`src/hdl/lstp_pkg.sv`:
```
// Shared types, constants and register codes for the link stats tick policy unit.
// No dependencies; every other file in the project imports this package.
package lstp_pkg;

    // configuration register indexes
    localparam int CFG_IDX_W = 8;
    localparam logic [CFG_IDX_W-1:0] REG_IS_OUTGOING = 8'd0;
    localparam logic [CFG_IDX_W-1:0] REG_HAS_VIDEO   = 8'd1;

    // restart cadence
    localparam int RESTART_PERIOD = 7;
    localparam int PHASE_W = (RESTART_PERIOD > 1) ? $clog2(RESTART_PERIOD) : 1;

    // bar thresholds
    localparam logic [15:0] RTT_HIGH_MS = 16'd400;
    localparam logic [15:0] RTT_MID_MS  = 16'd150;
    localparam logic [19:0] LOSS_UNIT   = 20'd65536;
    localparam logic [2:0]  BARS_FULL   = 3'd4;

    // cap limits; floor(bwe*4/5) exceeds the max once bwe reaches CAP_SAT_BWE
    localparam logic [10:0] CAP_MIN_KBPS = 11'd24;
    localparam logic [10:0] CAP_MAX_KBPS = 11'd1500;
    localparam logic [19:0] CAP_SAT_BWE  = 20'd1877;
    // divide by five below saturation: (x * 13108) >> 16, exact for x < 7508
    localparam logic [14:0] DIV5_MUL   = 15'd13108;
    localparam int          DIV5_SHIFT = 16;
    // cap * 1024 reaches the audio ceiling of 32768 bps from 32 kbps up
    localparam logic [10:0] AUDIO_SAT_KBPS = 11'd32;
    localparam logic [15:0] AUDIO_MAX_BPS  = 16'd32768;

    // one-shot tick points
    localparam logic [3:0] TICK_APM    = 4'd10;
    localparam logic [3:0] TICK_CONFIG = 4'd12;

    localparam int IN_W  = 56;
    localparam int OUT_W = 72;

    typedef struct packed {
        logic        connected;
        logic [19:0] bwe_kbps;
        logic        bwe_valid;
        logic [15:0] loss_q16;
        logic        loss_valid;
        logic [15:0] rtt_ms;
        logic        rtt_valid;
    } tick_in_t;

    typedef struct packed {
        logic        config_apply;
        logic        apm_apply;
        logic [15:0] restart_count;
        logic        transport_restart;
        logic [20:0] video_cap_bps;
        logic        video_cap_valid;
        logic [15:0] audio_cap_bps;
        logic [10:0] cap_kbps;
        logic        cap_update;
        logic [2:0]  bars;
    } tick_out_t;

    typedef struct packed {
        logic                 valid;
        logic [CFG_IDX_W-1:0] index;
        logic                 data;
    } cfg_wr_t;

endpackage

```
`src/hdl/lstp_policy.sv`:
```
// Per-tick policy datapath and its state: bars, sender cap, restarts, one-shots.
// Depends on lstp_pkg; instantiated by link_stats_tick_policy_unit.
module lstp_policy
    import lstp_pkg::*;
(
    input  logic      clk,
    input  logic      rst_n,
    input  cfg_wr_t   cfg_wr,
    input  logic      step,
    input  tick_in_t  tick,
    output tick_out_t result
);

    logic               is_outgoing_reg;
    logic               has_video_reg;
    logic [10:0]        last_cap_reg,      last_cap_next;
    logic [PHASE_W-1:0] restart_phase_reg, restart_phase_next;
    logic [3:0]         tick_count_reg,    tick_count_next;
    logic [15:0]        restarts_done_reg, restarts_done_next;
    logic               apm_done_reg,      apm_done_next;
    logic               config_done_reg,   config_done_next;

    logic [2:0]  rtt_pen;
    logic [2:0]  loss_pen;
    logic [2:0]  pen_sum;
    logic [19:0] loss_x10;
    logic [21:0] loss_x50;
    logic [12:0] bwe_x4;
    logic [27:0] div_prod;
    logic [10:0] cap_quot;
    logic [10:0] cap;
    logic [10:0] cap_diff;
    logic [14:0] diff_x10;
    logic        cap_issue;
    logic [PHASE_W:0] phase_inc;
    logic        restart;

    always_ff @(posedge clk or negedge rst_n)
    begin
        if (!rst_n)
        begin
            is_outgoing_reg <= 1'b0;
            has_video_reg   <= 1'b0;
        end
        else if (cfg_wr.valid)
        begin
            unique case (cfg_wr.index)
                REG_IS_OUTGOING: is_outgoing_reg <= cfg_wr.data;
                REG_HAS_VIDEO:   has_video_reg   <= cfg_wr.data;
                default:         ;
            endcase
        end
    end

    // bars
    always_comb
    begin
        loss_x10 = 20'(tick.loss_q16) * 20'd10;
        loss_x50 = 22'(tick.loss_q16) * 22'd50;
        rtt_pen  = 3'd0;
        loss_pen = 3'd0;
        if (tick.rtt_valid)
        begin
            if (tick.rtt_ms > RTT_HIGH_MS)
                rtt_pen = 3'd2;
            else if (tick.rtt_ms > RTT_MID_MS)
                rtt_pen = 3'd1;
        end
        if (tick.loss_valid)
        begin
            if (loss_x10 > LOSS_UNIT)
                loss_pen = 3'd2;
            else if (loss_x50 > 22'(LOSS_UNIT))
                loss_pen = 3'd1;
        end
        pen_sum = rtt_pen + loss_pen;
    end

    // sender cap
    always_comb
    begin
        bwe_x4   = {tick.bwe_kbps[10:0], 2'b00};
        div_prod = 28'(bwe_x4) * 28'(DIV5_MUL);
        cap_quot = div_prod[DIV5_SHIFT +: 11];
        if (tick.bwe_kbps >= CAP_SAT_BWE)
            cap = CAP_MAX_KBPS;
        else if (cap_quot < CAP_MIN_KBPS)
            cap = CAP_MIN_KBPS;
        else
            cap = cap_quot;
        cap_diff  = (cap > last_cap_reg) ? cap - last_cap_reg : last_cap_reg - cap;
        diff_x10  = 15'(cap_diff) * 15'd10;
        cap_issue = tick.bwe_valid && (last_cap_reg == 11'd0 || diff_x10 > 15'(last_cap_reg));
    end

    // counters and one-shots
    always_comb
    begin
        phase_inc = {1'b0, restart_phase_reg} + 1'b1;
        if (phase_inc >= (PHASE_W+1)'(RESTART_PERIOD))
            restart_phase_next = '0;
        else
            restart_phase_next = phase_inc[PHASE_W-1:0];
        tick_count_next = (tick_count_reg < TICK_CONFIG) ? tick_count_reg + 4'd1 : tick_count_reg;
        restart = is_outgoing_reg && tick.connected && (restart_phase_next == '0);
        restarts_done_next = restart ? restarts_done_reg + 16'd1 : restarts_done_reg;
        apm_done_next      = apm_done_reg || (tick_count_next >= TICK_APM);
        config_done_next   = config_done_reg || (tick_count_next >= TICK_CONFIG);
        last_cap_next      = cap_issue ? cap : last_cap_reg;
    end

    always_comb
    begin
        result = '0;
        result.bars              = (pen_sum >= BARS_FULL) ? 3'd0 : BARS_FULL - pen_sum;
        result.cap_update        = cap_issue;
        result.transport_restart = restart;
        result.restart_count     = restarts_done_next;
        result.apm_apply         = !apm_done_reg && apm_done_next;
        result.config_apply      = !config_done_reg && config_done_next;
        if (cap_issue)
        begin
            result.cap_kbps      = cap;
            result.audio_cap_bps = (cap >= AUDIO_SAT_KBPS) ? AUDIO_MAX_BPS
                                                           : {cap[5:0], 10'd0};
            if (has_video_reg)
            begin
                result.video_cap_valid = 1'b1;
                result.video_cap_bps   = {cap, 10'd0};
            end
        end
    end

    always_ff @(posedge clk or negedge rst_n)
    begin
        if (!rst_n)
        begin
            last_cap_reg      <= '0;
            restart_phase_reg <= '0;
            tick_count_reg    <= '0;
            restarts_done_reg <= '0;
            apm_done_reg      <= 1'b0;
            config_done_reg   <= 1'b0;
        end
        else if (step)
        begin
            last_cap_reg      <= last_cap_next;
            restart_phase_reg <= restart_phase_next;
            tick_count_reg    <= tick_count_next;
            restarts_done_reg <= restarts_done_next;
            apm_done_reg      <= apm_done_next;
            config_done_reg   <= config_done_next;
        end
    end

endmodule

```
`src/hdl/link_stats_tick_policy_unit.sv`:
```
// Top level of the link stats tick policy unit: stream ports, input and result registers.
// Depends on lstp_pkg and lstp_policy.

// One stats tick in, one result beat out. A tick sits in the input register, where
// lstp_policy evaluates it in a single pass and updates its state, and then waits in
// the result register until taken. Throughput is one tick per cycle while the result
// side keeps tready high. A stalled result holds the result register, and the input
// register too once it holds a tick. Configuration writes complete in the cycle they
// are presented and should be issued only while no tick is in flight.
module link_stats_tick_policy_unit
    import lstp_pkg::*;
(
    input  logic                 clk,
    input  logic                 rst_n,
    // tick input
    input  logic                 s_tvalid,
    output logic                 s_tready,
    // tdata: rtt_valid, rtt_ms[16], loss_valid, loss_q16[16], bwe_valid,
    //        bwe_kbps[20], connected
    input  logic [IN_W-1:0]      s_tdata,
    // result output
    output logic                 m_tvalid,
    input  logic                 m_tready,
    // tdata: bars[3], cap_update, cap_kbps[11], audio_cap_bps[16], video_cap_valid,
    //        video_cap_bps[21], transport_restart, restart_count[16], apm_apply,
    //        config_apply
    output logic [OUT_W-1:0]     m_tdata,
    // register writes
    input  logic                 cfg_valid,
    output logic                 cfg_ready,
    input  logic [CFG_IDX_W-1:0] cfg_index,
    input  logic                 cfg_data
);

    logic      in_valid_reg;
    tick_in_t  in_reg;
    logic      out_valid_reg;
    tick_out_t out_reg;
    logic      out_free;
    logic      advance;
    cfg_wr_t   cfg_wr;
    tick_out_t result;

    assign out_free  = !out_valid_reg || m_tready;
    assign advance   = in_valid_reg && out_free;
    assign s_tready  = !in_valid_reg || out_free;
    assign cfg_ready = 1'b1;

    assign cfg_wr.valid = cfg_valid;
    assign cfg_wr.index = cfg_index;
    assign cfg_wr.data  = cfg_data;

    lstp_policy u_policy (
        .clk    (clk),
        .rst_n  (rst_n),
        .cfg_wr (cfg_wr),
        .step   (advance),
        .tick   (in_reg),
        .result (result)
    );

    always_ff @(posedge clk or negedge rst_n)
    begin
        if (!rst_n)
        begin
            in_valid_reg  <= 1'b0;
            out_valid_reg <= 1'b0;
        end
        else
        begin
            if (s_tready)
                in_valid_reg <= s_tvalid;
            if (out_free)
                out_valid_reg <= in_valid_reg;
        end
    end

    // payload: load on a beat, hold otherwise
    always_ff @(posedge clk)
    begin
        if (s_tvalid && s_tready)
            in_reg <= tick_in_t'(s_tdata);
        if (advance)
            out_reg <= result;
    end

    assign m_tvalid = out_valid_reg;
    assign m_tdata  = OUT_W'(out_reg);

`ifndef SYNTH
    a_ready_only_on_stall: assert property (@(posedge clk) disable iff (!rst_n)
        !s_tready |-> (m_tvalid && !m_tready))
        else $error("input stalled without a stalled result beat");

    a_bars_range: assert property (@(posedge clk) disable iff (!rst_n)
        m_tvalid |-> (m_tdata[2:0] <= 3'd4))
        else $error("bars out of range");

    a_no_cap_zero_fields: assert property (@(posedge clk) disable iff (!rst_n)
        (m_tvalid && !m_tdata[3]) |-> (m_tdata[52:4] == '0))
        else $error("cap fields nonzero without a cap update");

    a_video_needs_cap: assert property (@(posedge clk) disable iff (!rst_n)
        (m_tvalid && m_tdata[31]) |-> (m_tdata[3] && m_tdata[52:42] == m_tdata[14:4]))
        else $error("video cap inconsistent with issued cap");

    a_result_follows_tick: assert property (@(posedge clk) disable iff (!rst_n)
        (in_valid_reg && out_free) |=> m_tvalid)
        else $error("evaluated tick produced no result beat");
`endif

endmodule

```
`config.mk`:
```
export PLATFORM = sky130hd
export DESIGN_NAME = link_stats_tick_policy_unit
export DESIGN_NICKNAME = d
export VERILOG_FILES = /design/src/hdl/lstp_pkg.sv /design/src/hdl/lstp_policy.sv /design/src/hdl/link_stats_tick_policy_unit.sv
export SDC_FILE = /design/constraint.sdc
export NUM_CORES = 1
export LEC_CHECK = 0
export BUFFER_PORTS_ARGS = -buffer_cell sky130_fd_sc_hd__clkbuf_2
export CELL_PAD_IN_SITES_DETAIL_PLACEMENT = 0
export CELL_PAD_IN_SITES_GLOBAL_PLACEMENT = 1
export CORE_MARGIN = 2
export CORE_UTILIZATION = 51
export DETAILED_ROUTE_END_ITERATION = 8
export PLACE_DENSITY = 0.85
export SYNTH_ARGS = -nofsm -noshare
export SYNTH_HDL_FRONTEND = slang
export SYNTH_SLANG_ARGS = --single-unit
```
`constraint.sdc`:
```
create_clock -name clk -period 19.6 [get_ports clk]
set_input_delay 3.92 -clock clk [delete_from_list [all_inputs] [get_ports clk]]
set_output_delay 3.92 -clock clk [all_outputs]
set_load 0.02 [all_outputs]
```
==> flow_results.xml <==
<?xml version="1.0" encoding="UTF-8"?>
<metrics>
  <group name="global_route">
    <metric name="grt-busiest-layer" unit="">met2</metric>
    <metric name="use_met1" unit="%">30.1</metric>
    <metric name="first_global_vias" unit="">9073</metric>
    <metric name="groute.layer.met3.usage" unit="%">3.31</metric>
    <metric name="gr_usage_total" unit="%">22.1</metric>
    <metric name="globalRoute.totalOverflow" unit="">0</metric>
    <metric name="global_route.usage.met2" unit="%">36.5</metric>
    <metric name="largest_net_degree_at_the_start_of_global_routing" unit="">57</metric>
    <metric name="antenna_found_initial" unit="">0</metric>
    <metric name="grt_pass1_wl" unit="um">45600</metric>
  </group>
  <group name="logic_synthesis">
    <metric name="yosys-top-cells-area" unit="">edfxtp_1, ha_1, dfrtp_1, fa_1, inv_1</metric>
    <metric name="synth_sequential_area_ratio" unit="%">34.4</metric>
    <metric name="synthTopCellsByCount" unit="">ha_1, inv_1, edfxtp_1</metric>
    <metric name="yosys.cell_count.top_type" unit="">ha_1</metric>
    <metric name="post_synth_top_flop" unit="">edfxtp_1</metric>
    <metric name="gate_count_after_technology_mapping" unit="">1200</metric>
    <metric name="share_of_flip_flops_with_an_asynchronous_set_or_reset" unit="%">27.0</metric>
    <metric name="syn_area" unit="mm^2">0.0123</metric>
    <metric name="ys_types" unit="">75</metric>
    <metric name="synth.yosys.warnings" unit="">0</metric>
    <metric name="number_of_enable_type_register_cells_in_the_synthesized_netlist" unit="">108</metric>
    <metric name="synth-seq-cells" unit="">148</metric>
    <metric name="synth.avg_cell_area" unit="um^2">10.3</metric>
    <metric name="yosysTopAreaCell" unit="">edfxtp_1</metric>
    <metric name="synth.top_cell.area_share" unit="%">26.3</metric>
  </group>
  <group name="drt">
    <metric name="vias_per_cell" unit="">5.40</metric>
    <metric name="drt-initial-drc-count" unit="">591</metric>
    <metric name="routed_wl" unit="um">26900</metric>
    <metric name="wire_per_inst" unit="um">16.2</metric>
    <metric name="drt_pre_antenna_iters" unit="">5</metric>
    <metric name="vias" unit="">8935</metric>
    <metric name="drc" unit="">0</metric>
    <metric name="postRouteAntennaNets" unit="">0</metric>
  </group>
  <group name="clock_network">
    <metric name="cts_inserted_buffers" unit="">17</metric>
    <metric name="cts_tree" unit="">yes</metric>
    <metric name="ctsLongestPathBuffers" unit="">2</metric>
    <metric name="cts_hold_repair.buffers" unit="">0</metric>
    <metric name="clock_latency_on_the_worst_skew_pair" unit="ns">0.43</metric>
    <metric name="cts-resized-gates" unit="">0</metric>
    <metric name="cts.clk_slew.worst_paths" unit="ns">0.07</metric>
    <metric name="postCtsSetupRepairBufs" unit="">0</metric>
    <metric name="cts_htree_levels" unit="">4</metric>
    <metric name="cts_root_buf" unit="">clkbuf_16</metric>
    <metric name="cts_num_sinks" unit="">148</metric>
  </group>
  <group name="final_layout">
    <metric name="num-fill-cells" unit="">2068</metric>
    <metric name="area.growth.synth_to_final" unit="%">12.0</metric>
    <metric name="largest_register_ff_count" unit="">56</metric>
    <metric name="drive_above_1_share" unit="%">14.1</metric>
    <metric name="antenna-diode-count" unit="">0</metric>
    <metric name="design.final.nets" unit="">1646</metric>
  </group>
  <group name="power_and_ir_drop">
    <metric name="power_total" unit="mW">1.62</metric>
    <metric name="power.leakage" unit="nW">6.86</metric>
    <metric name="p_per_area" unit="mW/mm^2">117</metric>
    <metric name="ir_drop" unit="uV">66.6</metric>
  </group>
  <group name="timing">
    <metric name="timing_hold_violations_final" unit="">0</metric>
    <metric name="layout_worst_path_cycle_share" unit="%">64.5</metric>
    <metric name="max_slew_margin" unit="%">22.0</metric>
    <metric name="finalMaxSlewViolations" unit="">0</metric>
    <metric name="transition_at_the_pin_with_the_smallest_max_transition_slack" unit="ns">1.16</metric>
    <metric name="period_minus_slack" unit="ns">12.63</metric>
    <metric name="fin_setup_tns" unit="ns">0</metric>
    <metric name="grt_setup_unrepaired" unit="">no</metric>
    <metric name="timing.hold.ws" unit="ns">0.477</metric>
    <metric name="max_clock_freq" unit="GHz">0.0792</metric>
    <metric name="finalClockSkew" unit="ns">0.0161</metric>
    <metric name="number_of_endpoints_failing_setup_at_the_final_stage" unit="">0</metric>
  </group>
  <group name="setup_path">
    <metric name="crit_path_max_fanout" unit="">20</metric>
    <metric name="path_common_cell" unit="">ha_1</metric>
    <metric name="worstReg2RegStart" unit="">in_reg[40]</metric>
    <metric name="r2r-end" unit="">m_tdata[27]</metric>
    <metric name="critPathKind" unit="">reg -&gt; reg</metric>
    <metric name="ff2ff_path_depth" unit="">44</metric>
    <metric name="endpoint" unit="">m_tdata[27]</metric>
    <metric name="worst_ep_arrival_time" unit="ns">12.81</metric>
    <metric name="crit_path_top_delay_cell" unit="">o21ai_1</metric>
    <metric name="critPathMaxStageDelay" unit="ns">0.92</metric>
    <metric name="cp.required" unit="ns">19.78</metric>
    <metric name="setup.reg_to_reg.worst_slack" unit="ns">6.97</metric>
    <metric name="worstSetupEndpointType" unit="">flip-flop</metric>
    <metric name="timing.critical_path.from_type" unit="">flip-flop</metric>
    <metric name="critical_path.startpoint" unit="">in_reg[40]</metric>
  </group>
  <group name="status">
    <metric name="status" unit="">complete, no violations</metric>
  </group>
  <group name="placement">
    <metric name="port-buffer-count" unit="">123</metric>
    <metric name="hpwlAfterDp" unit="um">21300</metric>
    <metric name="place_congestion" unit="">0.880</metric>
  </group>
  <group name="floorplan">
    <metric name="top_level_ports" unit="">145</metric>
    <metric name="core.rowCount" unit="">56</metric>
    <metric name="die_footprint" unit="mm^2">0.0255</metric>
    <metric name="core_region_area" unit="mm^2">0.0236</metric>
    <metric name="chipWidth" unit="um">160</metric>
    <metric name="starting_density_of_the_core" unit="%">52.3</metric>
    <metric name="floorplan.die.height" unit="um">160</metric>
  </group>
  <group name="worst_hold_path">
    <metric name="timing.hold.worst.start" unit="">u_policy.apm_done_reg</metric>
    <metric name="hold_path_class" unit="">reg -&gt; reg</metric>
  </group>
  <group name="flow_run">
    <metric name="max_cap_violations" unit="">0</metric>
  </group>
</metrics>
cells by family (layout without fill, tap and decap cells):
kind of cell               count (synthesis)  after routing  synth area share (%)
muxes                                     18             18                  1.59
AOI/OAI and AO/OA                        229            229                  12.4
other                                      2             21                0.0608
adders and majority gates                253            253                  28.5
and+or+nand+nor                          267            267                  11.1
DFF                                      148            148                  34.4
xor gates and xnor gates                  65             65                  4.61
buffers and inverters                    218            335                  7.34
metal layers:
metal  share of wire [%]  vias up  routed length (um)
met1                  47     4270               12500
met2                  47      188               12700
met4                 2.2        0                 585
li1                    -     4442                   -
met5                   0        -                   0
met3                 4.2       35                1120
metrics by stage:
stage               instance area, um^2  util (%)  setup slack [ns]  std cells
floorplan                         12400         -              8.66       1219
global placement                  13200      56.0              7.44       1623
detailed placement                13200      56.0              7.07       1623
CTS                               13800      58.5              7.00       1655
global route                      13800      58.5              6.18       1655
finish                            13800      58.5              6.97       1655
cell type report:
class	instances	area [um^2]	share of cell area [%]
multi-input cells	853	7270	52.6
flip-flops and latches	148	4240	30.7
repair buffers	126	638	4.62
clock buffers	17	425	3.08
well taps	319	399	2.89
clock inverters	15	178	1.29
inverters	177	664	4.81
report_power, final:
group / internal, mW / switching, mW
logic: 0.374 / 0.515
registers: 0.379 / 0.0236
clock network: 0.172 / 0.155
total: 0.925 / 0.694
worst min path at each step:
stage                                          end  slack (ns)  cells past startpoint
after global routing         u_policy.apm_done_reg        0.49                      1
after floorplan              u_policy.apm_done_reg        0.44                      1
after detailed placement     u_policy.apm_done_reg        0.46                      1
after global placement    u_policy.config_done_reg        0.46                      1
after CTS                    u_policy.apm_done_reg        0.48                      1
final                        u_policy.apm_done_reg        0.48                      1
worst max-delay path, delay by kind of cell (launching register included):
kind / cells / cell delay [ns]
buf+inv: 6 / 0.71
flops: 1 / 0.47
compound gates: 16 / 4.19
xor+xnor: 3 / 0.47
fa+ha+maj: 11 / 4.37
mux: 1 / 0.41
simple gates: 7 / 1.76
cell usage in the layout, fill, tap and decap left out, types with 10 or more instances in the layout:
master | synthesis | final
a21o_1 | 34 | 34
a21oi_1 | 56 | 56
a31oi_1 | 16 | 16
and2_1 | 14 | 13
clkbuf_16 | 0 | 17
clkbuf_2 | 0 | 123
conb_1 | 2 | 21
dfrtp_1 | 40 | 40
edfxtp_1 | 108 | 108
fa_1 | 47 | 47
ha_1 | 206 | 206
inv_1 | 176 | 175
nand2_1 | 54 | 54
nand2b_1 | 12 | 12
nand3_1 | 19 | 19
nand4_1 | 11 | 11
nor2_1 | 70 | 70
nor2b_1 | 12 | 12
nor3_1 | 21 | 21
nor4_1 | 10 | 10
o21ai_0 | 46 | 46
xnor2_1 | 40 | 40
xor2_1 | 25 | 25
Power figures use the tool's default switching activity.
